--- src/hw/rtl/wpm_pkg.sv ---
// ----------------------------------------------------------------------------
// Wildcard pattern match package
// Command codes, pattern wildcard bytes and the structs that pass control
// and status between the top level and the match core.
// ----------------------------------------------------------------------------
package wpm_pkg;

    typedef enum logic [1:0] {
        CMD_CLEAR  = 2'd0,
        CMD_APPEND = 2'd1,
        CMD_TEXT   = 2'd2,
        CMD_REPORT = 2'd3
    } cmd_t;

    // Pattern byte that matches any run of text bytes, the empty run included.
    localparam logic [7:0] STAR_BYTE = 8'h2A;
    // Pattern byte that matches exactly one text byte of any value.
    localparam logic [7:0] ANY_BYTE  = 8'h3F;

    typedef struct packed {
        logic       en;
        cmd_t       cmd;
        logic [7:0] char_value;
    } step_t;

    typedef struct packed {
        logic matched;
        logic pattern_overflow;
    } result_t;

endpackage

--- src/hw/rtl/wpm_if.sv ---
// ----------------------------------------------------------------------------
// Wildcard pattern match channels
// Valid/ready channels for command requests and for match reports.
// ----------------------------------------------------------------------------
interface wpm_in_if;
    logic            valid;
    logic            ready;
    wpm_pkg::cmd_t   cmd;
    logic [7:0]      char_value;

    modport source (output valid, output cmd, output char_value, input ready);
    modport sink   (input valid, input cmd, input char_value, output ready);
endinterface

interface wpm_out_if;
    logic valid;
    logic ready;
    logic matched;
    logic pattern_overflow;

    modport source (output valid, output matched, output pattern_overflow, input ready);
    modport sink   (input valid, input matched, input pattern_overflow, output ready);
endinterface

--- src/hw/rtl/wpm_scan.sv ---
// ----------------------------------------------------------------------------
// Wildcard pattern match prefix scan
// Log-depth generate/propagate scan: carry[i] = gen[i] | prop[i] & carry[i-1],
// with nothing coming in below bit zero.
// ----------------------------------------------------------------------------
module wpm_scan #(
    parameter int WIDTH = 33
) (
    input  logic [WIDTH-1:0] gen,
    input  logic [WIDTH-1:0] prop,
    output logic [WIDTH-1:0] carry
);

    localparam int LEVELS = (WIDTH > 1) ? $clog2(WIDTH) : 1;

    logic [LEVELS:0][WIDTH-1:0] g_lvl;
    logic [LEVELS:0][WIDTH-1:0] p_lvl;

    assign g_lvl[0] = gen;
    assign p_lvl[0] = prop;

    for (genvar lv = 0; lv < LEVELS; lv++) begin : g_level
        localparam int DIST = 1 << lv;
        for (genvar b = 0; b < WIDTH; b++) begin : g_bit
            if (b >= DIST) begin : g_merge
                assign g_lvl[lv+1][b] = g_lvl[lv][b] | (p_lvl[lv][b] & g_lvl[lv][b-DIST]);
                assign p_lvl[lv+1][b] = p_lvl[lv][b] & p_lvl[lv][b-DIST];
            end else begin : g_pass
                assign g_lvl[lv+1][b] = g_lvl[lv][b];
                assign p_lvl[lv+1][b] = p_lvl[lv][b];
            end
        end
    end

    assign carry = g_lvl[LEVELS];

endmodule

--- src/hw/rtl/wpm_core.sv ---
// ----------------------------------------------------------------------------
// Wildcard pattern match core
// Holds the pattern bytes, the pattern length, the overflow flag and the
// match column, and applies one command per enabled cycle.
// ----------------------------------------------------------------------------
module wpm_core #(
    parameter int MAX_PATTERN = 32
) (
    input  logic             clk,
    input  logic             rst_n,
    input  wpm_pkg::step_t   step,
    output wpm_pkg::result_t status
);

    import wpm_pkg::*;

    localparam int COL_W = MAX_PATTERN + 1;
    localparam int LEN_W = $clog2(MAX_PATTERN + 1);
    localparam int IDX_W = (MAX_PATTERN > 1) ? $clog2(MAX_PATTERN) : 1;
    localparam logic [LEN_W-1:0] MAX_LEN = LEN_W'(MAX_PATTERN);

    logic [MAX_PATTERN-1:0][7:0] store_reg;
    logic [LEN_W-1:0]            len_reg;
    logic [LEN_W-1:0]            len_next;
    logic                        ovf_reg;
    logic                        ovf_next;
    logic [COL_W-1:0]            col_reg;
    logic [COL_W-1:0]            col_next;

    logic                        append_ok;
    logic [MAX_PATTERN-1:0]      is_star;
    logic [MAX_PATTERN-1:0]      is_hit;
    logic [MAX_PATTERN-1:0]      star_eff;
    logic [COL_W-1:0]            g_text;
    logic [COL_W-1:0]            p_text;
    logic [COL_W-1:0]            g_empty;
    logic [COL_W-1:0]            p_empty;
    logic [COL_W-1:0]            col_text;
    logic [COL_W-1:0]            col_empty;

    assign append_ok = step.en && (step.cmd == CMD_APPEND) && (len_reg < MAX_LEN);

    // Pattern bytes; each position is read only by its own column cell.
    always_ff @(posedge clk)
    begin
        if (append_ok)
        begin
            store_reg[len_reg[IDX_W-1:0]] <= step.char_value;
        end
    end

    // Per-position compare. The star flags seen by the empty column already
    // include a byte that is being appended in this cycle.
    always_comb
    begin
        for (int i = 0; i < MAX_PATTERN; i++)
        begin
            is_star[i]  = (store_reg[i] == STAR_BYTE);
            is_hit[i]   = (store_reg[i] == ANY_BYTE) || (store_reg[i] == step.char_value);
            star_eff[i] = (append_ok && (len_reg[IDX_W-1:0] == IDX_W'(i)))
                          ? (step.char_value == STAR_BYTE) : is_star[i];
        end
    end

    // A star cell keeps a match from the left or from the previous column and
    // passes a match up through a run of stars; other cells only move
    // diagonally.
    always_comb
    begin
        g_text     = '0;
        p_text     = '0;
        g_empty    = '0;
        p_empty    = '0;
        g_empty[0] = 1'b1;
        for (int i = 1; i < COL_W; i++)
        begin
            p_empty[i] = star_eff[i-1];
            p_text[i]  = is_star[i-1];
            g_text[i]  = is_star[i-1] ? (col_reg[i-1] | col_reg[i])
                                      : (is_hit[i-1] & col_reg[i-1]);
        end
    end

    wpm_scan #(.WIDTH(COL_W)) u_scan_text (
        .gen   (g_text),
        .prop  (p_text),
        .carry (col_text)
    );

    wpm_scan #(.WIDTH(COL_W)) u_scan_empty (
        .gen   (g_empty),
        .prop  (p_empty),
        .carry (col_empty)
    );

    always_comb
    begin
        len_next = len_reg;
        ovf_next = ovf_reg;
        col_next = col_reg;
        if (step.en)
        begin
            unique case (step.cmd)
                CMD_CLEAR:
                begin
                    len_next = '0;
                    ovf_next = 1'b0;
                    col_next = col_empty;
                end
                CMD_APPEND:
                begin
                    if (append_ok)
                    begin
                        len_next = len_reg + LEN_W'(1);
                    end
                    else
                    begin
                        ovf_next = 1'b1;
                    end
                    col_next = col_empty;
                end
                CMD_TEXT:
                begin
                    col_next = col_text;
                end
                CMD_REPORT:
                begin
                    col_next = col_empty;
                end
                default:
                begin
                    col_next = col_reg;
                end
            endcase
        end
    end

    always_ff @(posedge clk or negedge rst_n)
    begin
        if (!rst_n)
        begin
            len_reg <= '0;
            ovf_reg <= 1'b0;
            col_reg <= COL_W'(1);
        end
        else
        begin
            len_reg <= len_next;
            ovf_reg <= ovf_next;
            col_reg <= col_next;
        end
    end

    assign status.matched          = !ovf_reg && col_reg[len_reg];
    assign status.pattern_overflow = ovf_reg;

endmodule

--- src/hw/rtl/wildcard_pattern_match.sv ---
// ----------------------------------------------------------------------------
// Wildcard pattern match
// Streaming matcher of a whole text against a pattern with '*' and '?'.
// ----------------------------------------------------------------------------
// The block takes one command request per clock cycle, back to back, while
// no report is held in its input register, and returns one result for each
// end-of-text request. A request first lands in an input register; from
// there the match core applies it to the pattern store and the match
// column, and an end-of-text request writes its report into the output
// register. The column update for a text byte is a
// compare in every pattern position followed by a log-depth prefix scan over
// MAX_PATTERN + 1 positions, so the scan depth grows with log2(MAX_PATTERN).
// Clear, append and text requests give no result and keep flowing while a
// report waits in the output register; only a second report stalls in the
// input register until the first one is taken. Pattern bytes beyond
// MAX_PATTERN are dropped and flag an overflow, after which every report
// says no match until the next clear. Editing the pattern, or a report,
// starts a new empty text.
// ----------------------------------------------------------------------------
module wildcard_pattern_match #(
    parameter int MAX_PATTERN = 32
) (
    input logic         clk,
    input logic         rst_n,
    wpm_in_if.sink      item,
    wpm_out_if.source   result
);

    import wpm_pkg::*;

    // Input register stage.
    logic       s1_valid_reg;
    logic       s1_valid_next;
    cmd_t       s1_cmd_reg;
    logic [7:0] s1_char_reg;

    // Output register stage.
    logic       out_valid_reg;
    logic       out_valid_next;
    result_t    out_data_reg;

    logic       s1_is_report;
    logic       out_free;
    logic       s1_fire;
    logic       in_fire;
    step_t      step;
    result_t    status;

    // A report may leave the input register only when the output register
    // is empty or is being emptied in this cycle.
    assign s1_is_report = (s1_cmd_reg == CMD_REPORT);
    assign out_free     = !out_valid_reg || result.ready;
    assign s1_fire      = s1_valid_reg && (!s1_is_report || out_free);
    assign item.ready   = !s1_valid_reg || s1_fire;
    assign in_fire      = item.valid && item.ready;

    assign step.en         = s1_fire;
    assign step.cmd        = s1_cmd_reg;
    assign step.char_value = s1_char_reg;

    wpm_core #(.MAX_PATTERN(MAX_PATTERN)) u_core (
        .clk    (clk),
        .rst_n  (rst_n),
        .step   (step),
        .status (status)
    );

    always_comb
    begin
        s1_valid_next = s1_valid_reg;
        if (in_fire)
        begin
            s1_valid_next = 1'b1;
        end
        else if (s1_fire)
        begin
            s1_valid_next = 1'b0;
        end
    end

    always_comb
    begin
        out_valid_next = out_valid_reg;
        if (s1_fire && s1_is_report)
        begin
            out_valid_next = 1'b1;
        end
        else if (result.ready)
        begin
            out_valid_next = 1'b0;
        end
    end

    always_ff @(posedge clk or negedge rst_n)
    begin
        if (!rst_n)
        begin
            s1_valid_reg  <= 1'b0;
            out_valid_reg <= 1'b0;
        end
        else
        begin
            s1_valid_reg  <= s1_valid_next;
            out_valid_reg <= out_valid_next;
        end
    end

    // Payload registers carry no reset.
    always_ff @(posedge clk)
    begin
        if (in_fire)
        begin
            s1_cmd_reg  <= item.cmd;
            s1_char_reg <= item.char_value;
        end
        if (s1_fire && s1_is_report)
        begin
            out_data_reg <= status;
        end
    end

    assign result.valid            = out_valid_reg;
    assign result.matched          = out_data_reg.matched;
    assign result.pattern_overflow = out_data_reg.pattern_overflow;

`ifndef SYNTH
    // A new result only ever comes from a report request that left the
    // input register in the cycle before.
    a_result_from_report: assert property (@(posedge clk) disable iff (!rst_n)
        $rose(out_valid_reg) |-> $past(s1_valid_reg && s1_cmd_reg == CMD_REPORT))
        else $error("result raised without a report request");

    // An overflowed pattern never reports a match.
    a_no_match_on_overflow: assert property (@(posedge clk) disable iff (!rst_n)
        out_valid_reg |-> !(out_data_reg.matched && out_data_reg.pattern_overflow))
        else $error("match reported for an overflowed pattern");

    // A request held in the input register is neither lost nor overwritten.
    a_stage_holds: assert property (@(posedge clk) disable iff (!rst_n)
        (s1_valid_reg && !s1_fire) |=> (s1_valid_reg && $stable(s1_cmd_reg)
                                       && $stable(s1_char_reg)))
        else $error("stalled request lost in the input register");
`endif

endmodule

--- src/flat_wrapper.sv ---
// flat-port wrapper written by rule: the top's interface ports become plain ports
module wildcard_pattern_match_flat import wpm_pkg::*;
#(
    parameter int MAX_PATTERN = 32
)
  (clk, rst_n, item_valid, item_cmd, item_char_value, item_ready, result_valid, result_matched, result_pattern_overflow, result_ready);
  wpm_in_if item_i ();
  wpm_out_if result_i ();
  input logic clk;
  input logic rst_n;
  input wire logic [$bits(item_i.valid)-1:0] item_valid;
  input wire logic [$bits(item_i.cmd)-1:0] item_cmd;
  input wire logic [$bits(item_i.char_value)-1:0] item_char_value;
  output wire logic [$bits(item_i.ready)-1:0] item_ready;
  output wire logic [$bits(result_i.valid)-1:0] result_valid;
  output wire logic [$bits(result_i.matched)-1:0] result_matched;
  output wire logic [$bits(result_i.pattern_overflow)-1:0] result_pattern_overflow;
  input wire logic [$bits(result_i.ready)-1:0] result_ready;
  assign item_i.valid = item_valid;
  assign item_i.cmd = item_cmd;
  assign item_i.char_value = item_char_value;
  assign item_ready = item_i.ready;
  assign result_valid = result_i.valid;
  assign result_matched = result_i.matched;
  assign result_pattern_overflow = result_i.pattern_overflow;
  assign result_i.ready = result_ready;
  wildcard_pattern_match #(.MAX_PATTERN(MAX_PATTERN)) u_core (.clk(clk), .rst_n(rst_n), .item(item_i), .result(result_i));
endmodule
--- config.mk ---
export PLATFORM = sky130hd
export DESIGN_NAME = wildcard_pattern_match_flat
export DESIGN_NICKNAME = d
export VERILOG_FILES = /design/src/hw/rtl/wpm_pkg.sv /design/src/hw/rtl/wpm_if.sv /design/src/hw/rtl/wpm_scan.sv /design/src/hw/rtl/wpm_core.sv /design/src/hw/rtl/wildcard_pattern_match.sv /design/src/flat_wrapper.sv
export SDC_FILE = /design/constraint.sdc
export NUM_CORES = 1
export LEC_CHECK = 0
export BUFFER_PORTS_ARGS = -buffer_cell sky130_fd_sc_hd__buf_2
export CORE_MARGIN = 4
export CORE_UTILIZATION = 42
export CTS_CLUSTER_DIAMETER = 120
export DETAILED_ROUTE_END_ITERATION = 8
export GPL_ROUTABILITY_DRIVEN = 0
export GPL_TIMING_DRIVEN = 0
export PLACE_DENSITY = 0.61
export SETUP_SLACK_MARGIN = 0.4
export SLEW_MARGIN = 5
export SYNTH_ARGS = -nofsm -noshare
export SYNTH_HDL_FRONTEND = slang
export SYNTH_SLANG_ARGS = --single-unit
--- constraint.sdc ---
create_clock -name clk -period 4 [get_ports clk]
set_clock_uncertainty 0.05 [all_clocks]
set_input_delay 0.8 -clock clk [delete_from_list [all_inputs] [get_ports clk]]
set_output_delay 0.8 -clock clk [all_outputs]
set_load 0.02 [all_outputs]
; ---- Word-level counts from Yosys, hierarchy flattened
; Cells that the tools add are included.
[totals]
reg_bits = 310
input_bits = 14
[classes]
add_sub_neg = 1
n_lt_le_gt_ge = 4
n_eq_ne = 133
mux = 78
bitwise = 549
reduce_logical = 86
[ops]
columns = op, n
row1 = "8-bit by 6-bit == test with 1-bit output, second input constant", 65
row2 = 1-bit bitwise AND, 388
row3 = 256-bit bitwise mux, 1
row4 = 8-bit == test, 32
row5 = 1-bit bitwise OR, 161
row6 = "5-bit == test, second input constant", 16
row7 = 1-bit 2-to-1 mux, 70
row8 = 33-bit case mux with 2 select lines, 1
row9 = 8-bit demux with 5-bit select, 1
row10 = "5-bit by 4-bit == test with 1-bit output, second input constant", 8
row11 = 1-bit logical AND, 39
row12 = 1-bit logical OR, 35
row13 = "5-bit by 3-bit == test with 1-bit output, second input constant", 4
row14 = 6-bit case mux with 2 select lines, 1
row15 = "5-bit by 2-bit == test with 1-bit output, second input constant", 2
row16 = 8-bit 2-to-1 mux, 1
row17 = "6-bit by 7-bit < comparator with 1-bit output, second input constant", 1
row18 = "6-bit by 1-bit adder with 6-bit output, second input constant", 1
row19 = 1-bit binary-select mux with 6-bit select, 1
row20 = "5-bit by 6-bit < comparator with 1-bit output, second input constant", 1
row21 = "6-bit < comparator, second input constant", 1
row22 = 6-bit 2-to-1 mux, 1
row23 = 3-bit AND reduction, 2
row24 = 2-bit nonzero test, 3
row25 = 10 further kinds, 15

; ---- Logic depth before layout (Yosys ltp)
; Gate-level depths: netlist (run 1).
[logic_depth]
word_depth = 15
mapped_depth = 14
mapped_depth_nobuf = 13

; ---- Hierarchy
; Synthesis (run 1) repeated with hierarchy kept, for this count alone.
[unflattened]
cells_unflattened = 1425
area_unflattened_um2 = 16652.2
[by_module_without_submodules]
columns = mod, instances, cells_per_inst, area_each_um2, seq_area_each_um2
row1 = wpm_core, 1, 1235, 15068.2, 8689.6
row2 = wpm_scan, 2, 83, 551.8, 0.0
row3 = wildcard_pattern_match, 1, 24, 480.5, 410.4

; ---- Worst setup path before layout (run 1)
; OpenSTA, ideal clock, no wires.
[synth_path]
kind = flip-flop to flip-flop
from = reg u_core.u_core.len_reg[1]
to = reg u_core.u_core.col_reg[32]
setup_ps = 138
arrival_time_ps = 3386
required_ps = 3812
path_slack_ps = 426
path_stages_with_launch = 13
period_less_slack_ps = 3574
cell_sequence = dfrtp_1 > buf_1 > inv_1 > ha_1 > clkbuf_1 > clkinv_1 > nor4_1 > o21ai_0 > o2111a_1 > o21ai_0 > o22ai_1 > mux2i_1 > o211ai_1
[synth_via]
elab_chain_cells = 10
elab_cells_between_ends = 130
cone_classes = order compare: 1 / eq/ne: 31 / mux: 33 / bitwise: 31 / reduce/logical: 34
[synth_rtl]
columns = element, line
row1 = start: declaration, wpm_core.sv:23  ; logic [LEN_W-1:0] len_reg;
row2 = start signal: assignment, wpm_core.sv:148  ; len_reg <= len_next;
row3 = 6-bit < comparator, wpm_core.sv:41  ; assign append_ok = step.en && (step.cmd == CMD_APPEND) && (len_reg < MAX_LEN);
row4 = 1-bit logical AND, wpm_core.sv:41
row5 = 1-bit logical AND, wpm_core.sv:60  ; star_eff[i] = (append_ok && (len_reg[IDX_W-1:0] == IDX_W'(i)))
row6 = 1-bit 2-to-1 mux, wpm_core.sv:61  ; ? (step.char_value == STAR_BYTE) : is_star[i];
row7 = 1-bit bitwise AND (4 in a row), wpm_scan.sv:27  ; assign p_lvl[lv+1][b] = p_lvl[lv][b] & p_lvl[lv][b-DIST];
row8 = 1-bit bitwise AND *, wpm_scan.sv:27
row9 = 33-bit case mux with 2 select lines *, wpm_core.sv:103  ; unique case (step.cmd)
row10 = end signal: assignment, wpm_core.sv:150  ; col_reg <= col_next;
row11 = end: declaration, wpm_core.sv:27  ; logic [COL_W-1:0] col_reg;
; Every way passes the cells marked *; elsewhere a longest branch is shown, timed or not.
; A chain may end at the register's enable or synchronous reset.

; ---- Worst setup path after layout (run 1)
[layout_path]
from = reg u_core.s1_char_reg[4]
to = reg u_core.u_core.col_reg[20]
[layout_via]
elab_chain_cells = 14
elab_cells_between_ends = 159
cone_classes = eq/ne: 21 / mux: 41 / bitwise: 77 / reduce/logical: 20
[layout_rtl]
columns = element, line
row1 = start: declaration, wildcard_pattern_match.sv:35  ; logic [7:0] s1_char_reg;
row2 = start signal: assignment, wildcard_pattern_match.sv:114  ; s1_char_reg <= item.char_value;
row3 = 8-bit == test, wpm_core.sv:59  ; is_hit[i] = (store_reg[i] == ANY_BYTE) || (store_reg[i] == step.char_value);
row4 = 1-bit logical OR, wpm_core.sv:59
row5 = 1-bit bitwise AND, wpm_core.sv:80  ; : (is_hit[i-1] & col_reg[i-1]);
row6 = 1-bit 2-to-1 mux, wpm_core.sv:79  ; g_text[i] = is_star[i-1] ? (col_reg[i-1] | col_reg[i])
row7 = 1-bit bitwise AND, wpm_scan.sv:26  ; assign g_lvl[lv+1][b] = g_lvl[lv][b] | (p_lvl[lv][b] & g_lvl[lv][b-DIST]);
row8 = 1-bit bitwise OR, wpm_scan.sv:26
row9 = 1-bit bitwise AND, wpm_scan.sv:26
row10 = 1-bit bitwise OR, wpm_scan.sv:26
row11 = 1-bit bitwise AND, wpm_scan.sv:26
row12 = 1-bit bitwise OR, wpm_scan.sv:26
row13 = 1-bit bitwise AND, wpm_scan.sv:26
row14 = 1-bit bitwise OR (2 in a row), wpm_scan.sv:26
row15 = 33-bit case mux with 2 select lines *, wpm_core.sv:103
; Marked as above.

==> impl_results.md, run 1 <==
- HP Class: primary input to flip-flop
- Worst r2r src: u_core.s1_char_reg[4]
- R2R cell count: 14
- Max-slew headroom: 0.129
- Clk_lat worst skew: 0.54 ns
- Final wirelength: ~54 mm
- Cells after Synth: 1,557
- Initial Utilization: 0.426
- Crit. End Element: flip-flop
- HP Start: item_char_value[7]
- DP HPWL: roughly 38 mm
- Fin crit share: 0.892
- Setup TNS: 0 ns
- DRC: 0
- Die ar.: approximately 45,000 um2
- WP data arrival: between 3 and 4 ns
- Cts hold-fix bufs: 0
- CTS tree: built
- GR Util All Layers: 0.234
- Max Clk Rate: roughly 280 MHz
- Async S/R FF share, synth: 0.135
- First-pass GRT wire length: slightly above 80 mm
- Seq/Total Area, Yosys: 0.522
- Slowest stage delay, CP: around 0.5 ns
- Multi-input logic area: 8180 um2
- Final hold vios: 0
- Crit-path slowest cell: edfxtp_1
- Setup ws final: between 0.4 and 0.5 ns
- Vias per inst: 6.28
- Clock sink count: 310
- # IOs: 18
- Floorplan row count: 74
- Hold EP: u_core.s1_char_reg[7]
- Min Tclk post-route: ~3.6 ns
- Max FFs per register: 256
- Yosys warns: 0
- CP Cell Sequence: clkbuf_16 > buf_2 > buf_6 > buf_4 > xor2_1 > nor4_1 > a21oi_2 > nor2_2 > a221oi_2 > nand2_1 > a2bb2oi_1 > o31ai_4 > o221ai_1 > o21a_1
- Pins over their slew limit: 0
- Distinct cells, synth: between 80 and 90
- FF/Latch Area: 9100 um2
- H-tree Lvls: 2
- Die height: 212 um
- Syn Std Cell Area: 17,400 um2
- Syn_nets: about 1,600
- R2R Setup Slk: 0.43 ns
- RSZ-0062 raised after global routing: true
- Synth Flop Type: edfxtp_1
- Leakage: 0.00703 uW
- Remaining Overflow, GRT: 0
- Worst-path clk slew: 0.06 ns
- Nets: roughly 1,700
- Largest net degree at the start of global routing: 43
- Die span in x: 212 um
- Worst Hold Depth: 1
- Outcome: finished, final reports clean
- Most common cell after layout, fill and taps aside: edfxtp_1
- DRT iter0 DRCs: between 1,000 and 1,500
- Avg Cell Area, Syn: 11.2 um2
- Vias in the first global route: ~14,000
- Worst Tran Pin Value: between 1 and 1.5 ns
- Area Overhead vs Synth: 16.9%
- IO buf count: 17
- Clk buf depth: 3
- TritonCTS Buffers: 36
- Post-Route Utilization: 0.498
- Via Count: 13,900
- Maximum vdd ir drop: slightly above 0.0003 V
- Root Driver: clkbuf_16
- Core area: 40,900 um2
- Final setup fails: 0
- Initial antenna violation count: 0
- Max Cap Viol: 0
- Drt pass-1 iters: 6
- Pwr dens: roughly 380 nW/um2
- # fillers: between 3,000 and 4,000
- WL per Instance: 24.5 um
- Register bit total from synthesis: 310
- Critical path class: flip-flop to flip-flop
- Post-synth EDFFs: approximately 270
- Crit Path Max Fanout: 10
- Setup slack at placement: -1.00 ns
- DRT antenna net count: 0
- RR Endpoint: u_core.u_core.col_reg[20]
- Data required, critical path: 4.43 ns
- Commonest cells after routing, fill and taps aside: edfxtp_1 (268), xor2_1 (143), xnor2_1 (113)
- Share of layout cells above drive strength 1: 0.145
- Crit path launch type: flip-flop
[critical path: cells and delay by family, from the launching register on]
kind	cells	cell delay [ns]
buffers and inverters	4	0.97
AOI/OAI and AO/OA	6	1.07
and+or+nand+nor	3	0.75
xor gates and xnor gates	1	0.11
DFF	1	0.50
[Yosys cell counts, drive strengths merged, types with 46 or more instances]
library cell  count  share of area
a21oi            88          0.025
and3             61          0.022
edfxtp          268           0.46
nand2            78          0.017
nand4            50          0.018
nor2             78          0.017
nor3             68          0.020
nor4             46          0.017
o21ai            65          0.019
xnor2           113          0.057
xor2            143          0.072
[logic make-up (layout without fill, tap and decap cells)]
logic type	Yosys count	count (layout)	synth area share
adders and majority gates	6	6	0.00431
buffers and inverters	94	214	0.0235
DFF	310	310	0.522
other	0	1	0
and+or+nand+nor	556	556	0.184
muxes	22	22	0.0200
AOI/OAI and AO/OA	313	313	0.117
xor gates and xnor gates	256	256	0.129
[area by class of cell]
| type | count | area share |
|---|---|---|
| inverters | 29 | 0.00559 |
| flip-flops and latches | 310 | 0.447 |
| clock buffers | 44 | 0.0467 |
| multi-input cells | 1153 | 0.401 |
| clock inverters | 21 | 0.0110 |
| well taps | 532 | 0.0327 |
| plain buffers | 65 | 0.0230 |
| diodes | 1 | 0.000123 |
| repair buffers | 55 | 0.0330 |
[report_power, final]
group	leakage (uW)	internal, uW	switching (uW)
Combinational	0.00349	310	532
Sequential	0.00296	3570	66.1
Clock	0.000571	1970	1340
Total	0.00703	5850	1940
[worst max-delay path by stage]
| stage | startpoint | endpoint | slack, ns | cells after the start |
|---|---|---|---|---|
| detailed placement | u_core.s1_char_reg[1] | u_core.u_core.col_reg[20] | -1.00 | 13 |
| global route | u_core.s1_char_reg[4] | u_core.u_core.col_reg[21] | 0.27 | 14 |
| finish | u_core.s1_char_reg[4] | u_core.u_core.col_reg[20] | 0.43 | 14 |
| CTS | u_core.s1_char_reg[3] | u_core.u_core.col_reg[20] | 0.31 | 14 |
| global placement | u_core.s1_char_reg[0] | u_core.u_core.col_reg[20] | -1.61 | 12 |
| floorplan | u_core.u_core.len_reg[1] | u_core.u_core.col_reg[32] | 0.43 | 12 |
[metal layers]
metal / vias up / wire [um] / track usage
li1: 6174 / - / -
met1: 6880 / 22300 / 0.317
met2: 665 / 25300 / 0.376
met3: 154 / 4370 / 0.0413
met4: 0 / 2220 / 0.0926
met5: - / 0 / 0
[repair_timing]
item	4_1_cts	5_1_grt
buffers inserted	9	10
setup endpoints to repair	54	14
gates resized for setup	80	50
cloned	0	1
pin swaps	4	6
[per-stage QoR]
step                      instances  cell area, um2  hold WS, ns  total power, uW
after global routing           2209           20400        0.374             8020
after floorplan                1557           17400        0.395             4140
after detailed placement       2124           18700        0.422             4460
after CTS                      2198           20100        0.366             7800
after global placement         2106           18200        0.414             4400
final                          2210           20400        0.379             7790
No activity file was read; power rests on OpenSTA's default activity.
==> run 2, diff against run 1 <==
==> constraint.sdc (replaced) <==
create_clock -name clk -period 4 [get_ports clk]
set_clock_uncertainty 0.05 [all_clocks]
set_input_delay 0.2 -clock clk [delete_from_list [all_inputs] [get_ports clk]]
set_output_delay 0.2 -clock clk [all_outputs]
set_load 0.02 [all_outputs]
==> impl_results.md, run 2 (synthesis gave the netlist of run 1 again) <==
- Max FFs per register: between 200 and 300
- Worst Hold Depth: 2
- Final Cell Area: ~21,000 um2
- Worst-path clk slew: about 0.060 ns
- Vias per inst: roughly 6.3
- DRC: 0
- Root Driver: clkbuf_16
- Fin crit share: 0.886
- Final setup fails: 0
- Commonest cells after routing, fill and taps aside: edfxtp_1 (268), xor2_1 (143), xnor2_1 (113)
- Share of layout cells above drive strength 1: 0.144
- Crit path launch type: flip-flop
- Pwr dens: approximately 380 nW/um2
- DRT iter0 DRCs: 1,346
- Nets: 1,683
- WL per Instance: 24.5 um
- RSZ-0062 raised after global routing: true
- DRT antenna net count: 0
- Crit Path Max Fanout: 7
- R2R Setup Slk: about 0.46 ns
- Clock sink count: 310
- HP Start: item_char_value[0]
- GR Util All Layers: 0.235
- Clk buf depth: 3
- Most common cell after layout, fill and taps aside: edfxtp_1
- DP HPWL: around 38 mm
- Drt pass-1 iters: 6
- R2R cell count: 13
- Final hold slack: 0.317 ns
- Final wirelength: 54.4 mm
- Vias in the first global route: roughly 14,000
- Clk_lat worst skew: about 0.55 ns
- Total power: slightly below 8000 uW
- Max Clk Rate: about 280 MHz
- Initial antenna violation count: 0
- Area post-placement: between 15,000 and 20,000 um2
- Final hold vios: 0
- HP Class: primary input to flip-flop
- IO buf count: 17
- RR Endpoint: u_core.u_core.col_reg[19]
- Max-slew headroom: 0.126
- CTS tree: built
- Leakage: around 0.007 uW
- Die span in x: about 210 um
- Via Count: roughly 14,000
- Worst Tran Pin Value: ~1.3 ns
- Crit. End Element: flip-flop
- Largest net degree at the start of global routing: between 40 and 50
- Critical path class: flip-flop to flip-flop
- Floorplan row count: 74
- Hold EP: u_core.s1_char_reg[0]
- Die ar.: 44,800 um2
- Area Overhead vs Synth: 17.7%
- Core area: a little over 40,000 um2
- CP Launch Point: u_core.s1_char_reg[4]
- Initial Utilization: 0.426
- Pins over their slew limit: 0
- TritonCTS Buffers: 36
- Die height: around 210 um
- Setup TNS: 0 ns
- Outcome: finished, final reports clean
- WP data arrival: 3.95 ns
- Remaining Overflow, GRT: 0
- First-pass GRT wire length: about 81 mm
- # IOs: 18
- Max Cap Viol: 0
- Data required, critical path: 4.41 ns
- Maximum vdd ir drop: around 0.00031 V
- Min Tclk post-route: 3.54 ns
- H-tree Lvls: 2
- Worst r2r src: u_core.s1_char_reg[4]
==> run 2: cell count changes in the layout (fill, tap and decap cells not counted) <==
cell           previous run  this run
dlygate4sd3_1             0        13
clkbuf_4                  1         2
nor3_2                    7         8
buf_2                    32        31
buf_6                    22        21
nor3_4                    3         2
buf_8                     1         2
==> run 2: layout make-up <==
type	instances	area, um2
multi-input combinational	1153	8170
antenna	1	2.50
clock buffer	44	952
sequential	310	9100
timing repair buffer	68	802
inverter	29	114
tap	532	666
clock inverter	21	224
buffer	65	475
fill	3606	20400
==> run 2: what timing repair did <==
action                     in CTS  in global routing
pin swaps                       4                  6
hold endpoints to repair       53                  0
hold buffers                   13                  0
setup endpoints to repair      54                 14
resized for setup              80                 51
buffers inserted                9                 10
cloned                          0                  1
==> run 2: layer usage <==
layer | GRT usage | share of wire | vias up
li1 | - | - | 6205
met1 | 0.318 | 0.41 | 6892
met2 | 0.378 | 0.47 | 651
met3 | 0.0410 | 0.078 | 175
met4 | 0.0944 | 0.043 | 0
met5 | 0 | 0 | -
==> run 2: critical path: stages, from the launching register on <==
cell and delay [ns]:
edfxtp_1 0.50, clkbuf_16 0.22, buf_2 0.19, nor4b_4 0.25, buf_4 0.18, nand4_1 0.16, nor3_2 0.23, o311ai_2 0.16
nor3_2 0.25, nand4_2 0.14, or2_1 0.23, buf_2 0.18, or4_1 0.52, a31oi_1 0.17
==> run 2: worst max path at each step <==
stage	endpoint	slack (ns)	cells past startpoint
detailed placement	u_core.u_core.col_reg[20]	-1.00	13
finish	u_core.u_core.col_reg[19]	0.46	13
floorplan	u_core.u_core.col_reg[32]	0.43	12
global placement	u_core.u_core.col_reg[20]	-1.61	12
CTS	u_core.u_core.col_reg[20]	0.31	14
global route	u_core.u_core.col_reg[21]	0.34	14
==> run 2: per-stage QoR <==
stage	util	instances	worst slack, ns
2_1_floorplan	-	1557	0.426
3_3_place_gp	0.444	2106	-1.61
3_5_place_dp	0.456	2124	-1.00
4_1_cts	0.495	2211	0.306
5_1_grt	0.501	2222	0.337
6_report	0.501	2223	0.457
==> run 2: where the power goes <==
group	switching [uW]	internal (uW)	total [uW]
combinational	532	320	851
sequential	65.7	3570	3640
clock	1350	1970	3320
total	1950	5860	7810
